### src/hdl/pup_pkg.sv
// shared types, constants and the fire palette for the 2x palette upscaler
// no dependencies; imported by every module of the block but pup_ram
`timescale 1ns / 1ps

package pup_pkg;

   localparam int unsigned LEVEL_W = 8;
   localparam int unsigned COORD_W = 12;
   localparam int unsigned REG_W   = 12;
   localparam int unsigned INDEX_W = 2;

   localparam logic [REG_W-1:0] HEIGHT_LIMIT      = 12'd2048;
   localparam logic [REG_W-1:0] HALF_WIDTH_RESET  = 12'd640;
   localparam logic [REG_W-1:0] HALF_HEIGHT_RESET = 12'd360;

   localparam logic [INDEX_W-1:0] REG_HALF_WIDTH  = 2'd0;
   localparam logic [INDEX_W-1:0] REG_HALF_HEIGHT = 2'd1;

   typedef struct packed {
      logic [LEVEL_W-1:0] red;
      logic [LEVEL_W-1:0] green;
      logic [LEVEL_W-1:0] blue;
   } rgb_type;

   // one 2x2 output block: palette indices in emit order and top-left coordinate
   typedef struct packed {
      logic [3:0][LEVEL_W-1:0] idx;
      logic [COORD_W-1:0]      x;
      logic [COORD_W-1:0]      y;
   } blk_type;

   // fire ramp: dark red, red, red to yellow, yellow to white, fade to grey
   function automatic rgb_type pup_palette(input logic [LEVEL_W-1:0] v);
      rgb_type            c;
      logic [LEVEL_W-1:0] d;
      logic [LEVEL_W-1:0] i;
      c = '0;
      d = '0;
      i = v - 8'd204;
      if (v < 8'd16) begin
         c.red = v;
      end else if (v < 8'd76) begin
         d = v - 8'd12;
         c.red = {d[5:0], 2'b00};
      end else if (v < 8'd140) begin
         d = v - 8'd76;
         c.red   = 8'd255;
         c.green = {d[5:0], 2'b00};
      end else if (v < 8'd204) begin
         d = v - 8'd140;
         c.red   = 8'd255;
         c.green = 8'd255;
         c.blue  = {d[5:0], 2'b00};
      end else begin
         c.red   = 8'd255 - (i + i + i);
         c.green = 8'd255 - (i + i);
         c.blue  = 8'd255 - (i + i);
      end
      return c;
   endfunction

endpackage

### src/hdl/pup_emit.sv
// output sequencer: holds one 2x2 block and sends its four pixels through the
// palette into the registered result port; uses pup_pkg
`timescale 1ns / 1ps

module pup_emit (
   input  logic                        clock,
   input  logic                        reset,
   input  logic                        blk_valid,
   output logic                        blk_ready,
   input  pup_pkg::blk_type            blk,
   output logic                        rsp_valid,
   input  logic                        rsp_ready,
   output logic [pup_pkg::LEVEL_W-1:0] rsp_red,
   output logic [pup_pkg::LEVEL_W-1:0] rsp_green,
   output logic [pup_pkg::LEVEL_W-1:0] rsp_blue,
   output logic [pup_pkg::COORD_W-1:0] rsp_out_x,
   output logic [pup_pkg::COORD_W-1:0] rsp_out_y,
   output logic                        rsp_last_of_run
);

   import pup_pkg::*;

   logic               b_valid_ff, b_valid_in;
   blk_type            b_ff, b_in;
   logic [1:0]         beat_ff, beat_in;
   logic               rsp_valid_ff, rsp_valid_in;
   rgb_type            rgb_ff, rgb_in;
   logic [COORD_W-1:0] x_ff, x_in;
   logic [COORD_W-1:0] y_ff, y_in;
   logic               last_ff, last_in;

   logic               o_load;
   logic               b_take;
   logic               b_done;

   assign o_load    = !rsp_valid_ff || rsp_ready;
   assign b_take    = b_valid_ff && o_load;
   assign b_done    = b_take && (beat_ff == 2'd3);
   assign blk_ready = !b_valid_ff || b_done;

   always_comb begin
      b_valid_in = b_valid_ff;
      b_in       = b_ff;
      beat_in    = beat_ff;
      if (b_take) begin
         beat_in = beat_ff + 2'd1;
      end
      if (b_done) begin
         b_valid_in = 1'b0;
      end
      if (blk_valid && blk_ready) begin
         b_valid_in = 1'b1;
         b_in       = blk;
         beat_in    = 2'd0;
      end
   end

   // beat bit 0 steps right, bit 1 steps down
   always_comb begin
      rsp_valid_in = rsp_valid_ff;
      rgb_in       = rgb_ff;
      x_in         = x_ff;
      y_in         = y_ff;
      last_in      = last_ff;
      if (o_load) begin
         rsp_valid_in = b_valid_ff;
         rgb_in       = pup_palette(b_ff.idx[beat_ff]);
         x_in         = b_ff.x | {{(COORD_W-1){1'b0}}, beat_ff[0]};
         y_in         = b_ff.y | {{(COORD_W-1){1'b0}}, beat_ff[1]};
         last_in      = (beat_ff == 2'd3);
      end
   end

   always_ff @(posedge clock) begin
      if (reset) begin
         b_valid_ff   <= 1'b0;
         beat_ff      <= 2'd0;
         rsp_valid_ff <= 1'b0;
      end else begin
         b_valid_ff   <= b_valid_in;
         beat_ff      <= beat_in;
         rsp_valid_ff <= rsp_valid_in;
      end
   end

   always_ff @(posedge clock) begin
      b_ff    <= b_in;
      rgb_ff  <= rgb_in;
      x_ff    <= x_in;
      y_ff    <= y_in;
      last_ff <= last_in;
   end

   assign rsp_valid       = rsp_valid_ff;
   assign rsp_red         = rgb_ff.red;
   assign rsp_green       = rgb_ff.green;
   assign rsp_blue        = rgb_ff.blue;
   assign rsp_out_x       = x_ff;
   assign rsp_out_y       = y_ff;
   assign rsp_last_of_run = last_ff;

   a_beat_needs_block: assert property (@(posedge clock) disable iff (reset)
      (beat_ff != 2'd0) |-> b_valid_ff)
      else $error("beat counter running without a block");

   a_last_corner: assert property (@(posedge clock) disable iff (reset)
      (rsp_valid_ff && last_ff) |-> (x_ff[0] && y_ff[0]))
      else $error("last pixel of a block not at its lower-right corner");

endmodule

### config.mk
export PLATFORM = sky130hd
export DESIGN_NAME = pup_emit
export DESIGN_NICKNAME = d
export VERILOG_FILES = /design/src/hdl/pup_pkg.sv /design/src/hdl/pup_emit.sv
export SDC_FILE = /design/constraint.sdc
export NUM_CORES = 1
export LEC_CHECK = 0
export ABC_AREA = 1
export BUFFER_PORTS_ARGS = -buffer_cell sky130_fd_sc_hd__buf_2
export CAP_MARGIN = 10
export CELL_PAD_IN_SITES_DETAIL_PLACEMENT = 1
export CELL_PAD_IN_SITES_GLOBAL_PLACEMENT = 2
export CORE_MARGIN = 3
export CORE_UTILIZATION = 32
export CTS_BUF_LIST = sky130_fd_sc_hd__clkbuf_16
export CTS_CLUSTER_SIZE = 10
export DETAILED_ROUTE_END_ITERATION = 12
export GPL_ROUTABILITY_DRIVEN = 0
export GPL_TIMING_DRIVEN = 0
export HOLD_SLACK_MARGIN = 0.15
export PLACE_DENSITY = 0.83
export RECOVER_POWER = 50
export SYNTH_ARGS = -nofsm -noshare
export SYNTH_HDL_FRONTEND = slang
export SYNTH_SLANG_ARGS = --single-unit
### constraint.sdc
create_clock -name clock -period 4.65 [get_ports clock]
set_input_delay 0.465 -clock clock [delete_from_list [all_inputs] [get_ports clock]]
set_output_delay 0.465 -clock clock [all_outputs]
set_load 0.05 [all_outputs]
==> qor.yml, run 1 <==
clocking:
  clk_latency_ns: 0.35
  clockBufferDepth: 2
  cts_htree_levels: 3
  cts_hold_buf: 0
  cts_root_buf: "clkbuf_16"
  cts_resized: 0
  cts_tree: "built"
  clkTransAtPathRegs_ns: 0.07
  cts_made_buffers: 9
  clkSinkCount: 109
  postCtsSetupBuffers: 0
synthesis:
  netlist_instances: 331
  synth_largest_area_cell: "edfxtp_1"
  syn_nets: 398
  netlist_top_cells_area: "edfxtp_1 70%, nand2_1 5.7%, inv_1 2.3%"
  synth_ff_type: "edfxtp_1"
  ys_warn_count: 0
  synth_top_family_by_area: "simple AND/OR/NAND/NOR gates"
  avgSynthCellArea_sq_um: 13.5
  synth_fa_ha_area_frac: 0.0195
  synth_common_cells: "105 x edfxtp_1, 68 x nand2_1, 28 x inv_1"
  synth_compound_area_frac: 0.0581
  synth_edf_count: 105
  yosysSeqAreaShare: 0.721
  synth-xor-area-share: 0.0154
  synth-seq-cells: 109
  synthDistinctLibCells: 35
  synth.top_cell.area_share: 0.703
  synth_mux_area_frac: 0
  yosysMostFrequentCell: "edfxtp_1"
  yosys.area_share.simple: 0.142
  async_reset_ff_frac: 0
  synth_area_sq_um: 4480
setup_path:
  worstSetupStartpointType: "flip-flop"
  end_kind: "flip-flop"
  cp.arrival_ns: 3.42
  crit_chain: "clkbuf_1, nand3_1, nand2_2, ha_1, inv_1, xor2_2, ha_1, a21oi_1, nand3_1, nand2_1, nand2_1, nand2_1, nand2_1, nand2_1, nand3_1, nand2_1, inv_1"
  crit_top_cell: "nand2_1"
  cp_top_family: "simple AND/OR/NAND/NOR gates"
  slowest_stage: "clkbuf_1"
  required_ns: 4.76
  critPathMaxStageDelay_ns: 0.43
  critPathBufInv: 3
  path_class: "flip-flop to flip-flop"
  worst-path-max-fanout: 10
die:
  die_area_sq_um: 15500
  start_util: 0.333
  ios: 111
  rows: 42
  coreArea_sq_um: 13500
  die_x_microns: 124
  die_y_microns: 124
detailed_routing:
  drt-pass1-iter-count: 4
  route.met2.wl_mm: 4.47
  drc_errors: 0
  vias: 2833
  wl_mm: 9.48
  wire_per_inst_microns: 14.9
  top_layer: "met4"
  first_iter_violations: 136
  ant_nets: 0
  wl_met3_microns: 563
  via_per_inst: 4.46
  wl_met1_mm: 4.30
placement:
  io_buffers: 110
  post-place-ws_ns: 1.60
  dp_hpwl_mm: 7.01
  dpl_cell_area_sq_um: 5300
sta:
  min_period_ns: 3.31
  skew_ns: 0.0107
  slew_headroom: -0.478
  setup_ws_ns: 1.34
  tightestPinTransition_ns: 2.22
  finalSetupViolations: 0
  max_clock_freq_mhz: 302
  final.setup.tns_ns: 0
  hold-worst-slack_ns: 0.287
  rsz0062_at_grt: "false"
  hold_violations: 0
  slew_viol_final: 43
  period_share: 0.711
power_and_ir_drop:
  powerDensity_nw_per_um2: 455
  leakagePower_uw: 0.00234
  ir_drop_mv: 0.187
grt:
  grt_max_degree: 43
  grt_pass1_wl_mm: 15.9
  antenna_found_initial: 0
  first_global_vias: 3122
  grt_usage: 0.128
  gr-total-overflow: 0
layout:
  nNetsFinal: 521
  area_growth_pct: 24.2
  postLayoutCoreUtil: 0.414
  drive_gt1_frac: 0.373
  n_antenna_cell: 0
  fin_area_sq_um: 5570
run:
  drv_cap: 1
hold_path:
  hold_class: "input pin to flip-flop"
status:
  violations: "capacitance limit, slew limit"
  status: "finished with violations"
-- layout make-up --
type | instances | area, sq um
sequential | 109 | 3230
clock inverter | 7 | 67.6
timing repair buffer | 112 | 572
multi-input combinational | 181 | 1060
buffer | 5 | 45.0
inverter | 36 | 145
fill | 1481 | 7890
clock buffer | 9 | 225
tap | 176 | 220
-- worst paths after layout --
kind	cells past startpoint	to	slack (ns)	from
worst max-delay path	17	rsp_red[7]	1.34	beat_ff[1]
worst min-delay path	1	b_ff[2]	0.29	blk[2]
worst max register to register	17	rsp_red[7]	1.34	beat_ff[1]
worst min register to register	0	rsp_out_y[4]	0.42	b_ff[4]
-- cell usage in the layout (no fill, tap or decap), drive strengths merged, types with 3 or more instances in the layout --
cell type / instances
or2: 3
xor2: 5
a21oi: 19
clkinv: 3
buf: 112
o21ai: 13
clkbuf: 14
edfxtp: 105
nor2: 12
inv: 37
nand2: 84
dfxtp: 4
nand3: 24
ha: 7
-- logic make-up after synthesis --
family	after synthesis
buffers and inverters	41
XOR/XNOR	7
adder cells (fa/ha/maj)	7
AO/OA/AOI/OAI	41
flip-flops	109
AND/OR/NAND/NOR	126
-- registers in the layout, indices dropped and copies added (netlist names) --
register / cells
b_valid_ff: 1
rsp_green: 8
beat_ff: 2
rsp_last_of_run: 1
rsp_out_x: 12
rsp_valid: 1
b_ff: 56
rsp_out_y: 12
rsp_blue: 8
rsp_red: 8
-- routing by layer --
metal,track usage,vias up
li1,-,1404
met1,0.165,1331
met2,0.207,87
met3,0.0386,11
met4,0.0445,0
met5,0,-
-- report_power, final --
| group | switching (uW) | leakage, uW | total (uW) | internal (uW) |
|---|---|---|---|---|
| sequential | 22.2 | 0.00108 | 1210 | 1180 |
| clock | 333 | 0.000143 | 747 | 414 |
| combinational | 428 | 0.00112 | 578 | 150 |
| total | 783 | 0.00234 | 2530 | 1750 |
-- through the flow --
stage / power, uW / std cells
6_report: 2530 / 635
5_1_grt: 2660 / 635
4_1_cts: 2570 / 635
3_5_place_dp: 1820 / 619
3_3_place_gp: 1800 / 617
2_1_floorplan: 1670 / 331
(Power assumes the default switching activity.)
==> run 2: changes to the inputs <==
clock period = 3 ns   (was 4.65 ns; I/O delays follow)
==> qor.yml, run 2 (synthesized netlist as in run 1, its figures left out) <==
status:
  status: "finished, final reports clean"
setup_path:
  cp.arrival_ns: 2.79  # -0.63 ns
  timing.rr.start: "beat_ff[0]"
  path_class: "flip-flop to flip-flop"
  ff2ff_path_depth: 20  # +3
  end_kind: "flip-flop"
  required_ns: 3.11  # -1.65 ns
  worstSetupStartpointType: "flip-flop"
  worst-path-max-fanout: 10  # unchanged
  worstSetupStartpoint: "beat_ff[0]"
die:
  die_area_sq_um: 15500  # unchanged
  die_y_microns: 124  # unchanged
  start_util: 0.333  # unchanged
  coreArea_sq_um: 13500  # unchanged
  ios: 111  # unchanged
  rows: 42  # unchanged
  die_x_microns: 124  # unchanged
clocking:
  clkSinkCount: 109  # unchanged
  cts_root_buf: "clkbuf_16"
  cts_tree: "built"
  clk_latency_ns: 0.35  # about the same
  cts_made_buffers: 9  # unchanged
  clkTransAtPathRegs_ns: 0.07  # about the same
  clockBufferDepth: 2  # unchanged
  cts_htree_levels: 3  # unchanged
layout:
  drive_gt1_frac: 0.298  # -0.0748
  area_growth_pct: 38.5
  fin_area_sq_um: 6210  # +12%
  top_register: "b_ff"
  n_antenna_cell: 0  # unchanged
  most-common-layout-cells: "105 x edfxtp_1, 78 x buf_2, 68 x nand2_1, 57 x dlygate4sd3_1, 32 x clkbuf_1"
  fillCellCount: 1447  # -2.3%
  largest_register_ff_count: 56  # unchanged
  final_cells: 700  # +10%
  nNetsFinal: 586  # +12%
  mostFrequentLayoutCell: "edfxtp_1"
placement:
  io_buffers: 110  # unchanged
  dpl_cell_area_sq_um: 5280  # -0.38%
  dp.cells: 618  # -0.16%
  dp_hpwl_mm: 6.85  # -2.3%
sta:
  hold_violations: 0  # unchanged
  slew_headroom: 0.334  # +0.811
  slew_viol_final: 0  # -100%
  min_period_ns: 2.69  # -0.621 ns
  skew_ns: 0.00977  # -0.000913 ns
  finalSetupViolations: 0  # unchanged
  period_share: 0.895  # +0.184
  tightestPinTransition_ns: 0.999  # -1.22 ns
  max_clock_freq_mhz: 372  # +23%
hold_path:
  min_from: "blk_valid"
  holdPathStages: 3  # +2
  hold_class: "input pin to flip-flop"
power_and_ir_drop:
  p_comb_frac: 0.252  # +0.024
  leakagePower_uw: 0.00254  # +8.4%
  power_switching_share: 0.314  # +0.00488
  switching_power_uw: 1230  # +57%
  seqPwrFrac: 0.479  # +0.002
  ir_drop_mv: 0.413  # +120%
  pwr-share-clk: 0.269  # -0.026
  powerDensity_nw_per_um2: 630  # +39%
  power.internal_uw: 2680  # +54%
detailed_routing:
  wl_mm: 10.6  # +12%
  drc_errors: 0  # unchanged
  first_iter_violations: 123  # -9.6%
  wire_per_inst_microns: 15.2  # +1.8%
  via_per_inst: 4.38  # -1.9%
  drt-pass1-iter-count: 4  # unchanged
  ant_nets: 0  # unchanged
  vias: 3063  # +8.1%
grt:
  grt_usage: 0.143  # +0.0145
  grt_max_degree: 55  # +28%
  antenna_found_initial: 0  # unchanged
  grt_pass1_wl_mm: 17.4  # +9.6%
  first_global_vias: 3364  # +7.8%
  gr-total-overflow: 0  # unchanged
run:
  drv_cap: 0  # -1
[run 2: what timing repair did]
action	in CTS	in global routing
setup endpoints to repair	2	4
hold buffers	57	0
setup buffers	1	7
hold endpoints to repair	58	0
resized for setup	2	9
pin swaps	1	3
[run 2: power by group through the flow]
stage / clock, uW / sequential, uW / combinational, uW
finish: 1050 / 1870 / 988
floorplan: 0 / 2230 / 351
global route: 1150 / 1890 / 1080
detailed placement: 0 / 1910 / 901
CTS: 1090 / 1870 / 967
global placement: 0 / 1900 / 883
[run 2: stage by stage]
step           hold slack, ns  TNS (ns)  utilization  power (uW)  setup slack, ns
6_report                0.297         0        0.462        3910            0.314
5_1_grt                 0.295   -0.0177        0.462        4120          -0.0177
4_1_cts                 0.247         0        0.456        3930           0.0552
3_5_place_dp            0.406    -0.115        0.393        2810          -0.0660
3_3_place_gp            0.400    -10.82        0.391        2780           -0.227
2_1_floorplan           0.369         0            -        2580            0.210
[run 2: area by class of cell]
| class | count | area [sq um] | share of cell area |
|---|---|---|---|
| Buffer | 5 | 52.6 | 0.00846 |
| Clock buffer | 9 | 225 | 0.0363 |
| Clock inverter | 7 | 36.3 | 0.00584 |
| Inverter | 36 | 145 | 0.0234 |
| Multi-Input combinational cell | 181 | 1130 | 0.182 |
| Sequential cell | 109 | 3230 | 0.521 |
| Tap cell | 176 | 220 | 0.0355 |
| Timing Repair Buffer | 177 | 1170 | 0.188 |
[run 2: metal layers]
| metal | GRT usage | up-vias | part of all wire |
|---|---|---|---|
| li1 | - | 1535 | - |
| met1 | 0.168 | 1440 | 0.42 |
| met2 | 0.251 | 77 | 0.51 |
| met3 | 0.0377 | 11 | 0.047 |
| met4 | 0.0503 | 0 | 0.017 |
| met5 | 0 | - | 0 |
[run 2: worst paths after layout]
kind / end / slack (ns)
worst max-delay path: rsp_red[7] / 0.31
worst min-delay path: b_valid_ff / 0.30
worst max register to register: rsp_red[7] / 0.31
worst min register to register: rsp_out_y[10] / 0.42
[run 2: critical path: stages (launching register included)]
cell and delay [ns]:
dfxtp_1 0.37, buf_6 0.15, inv_6 0.06, nand2_1 0.07, nand2_1 0.06, nand2_1 0.05
nand2_1 0.13, ha_4 0.22, inv_2 0.10, xor2_2 0.22, ha_4 0.26, a21oi_1 0.15
nand3_1 0.13, nand2_1 0.08, nand2_1 0.05, nand2_1 0.07, nand2_1 0.06, nand2_1 0.05
nand3_1 0.08, nand2_1 0.06, inv_1 0.04
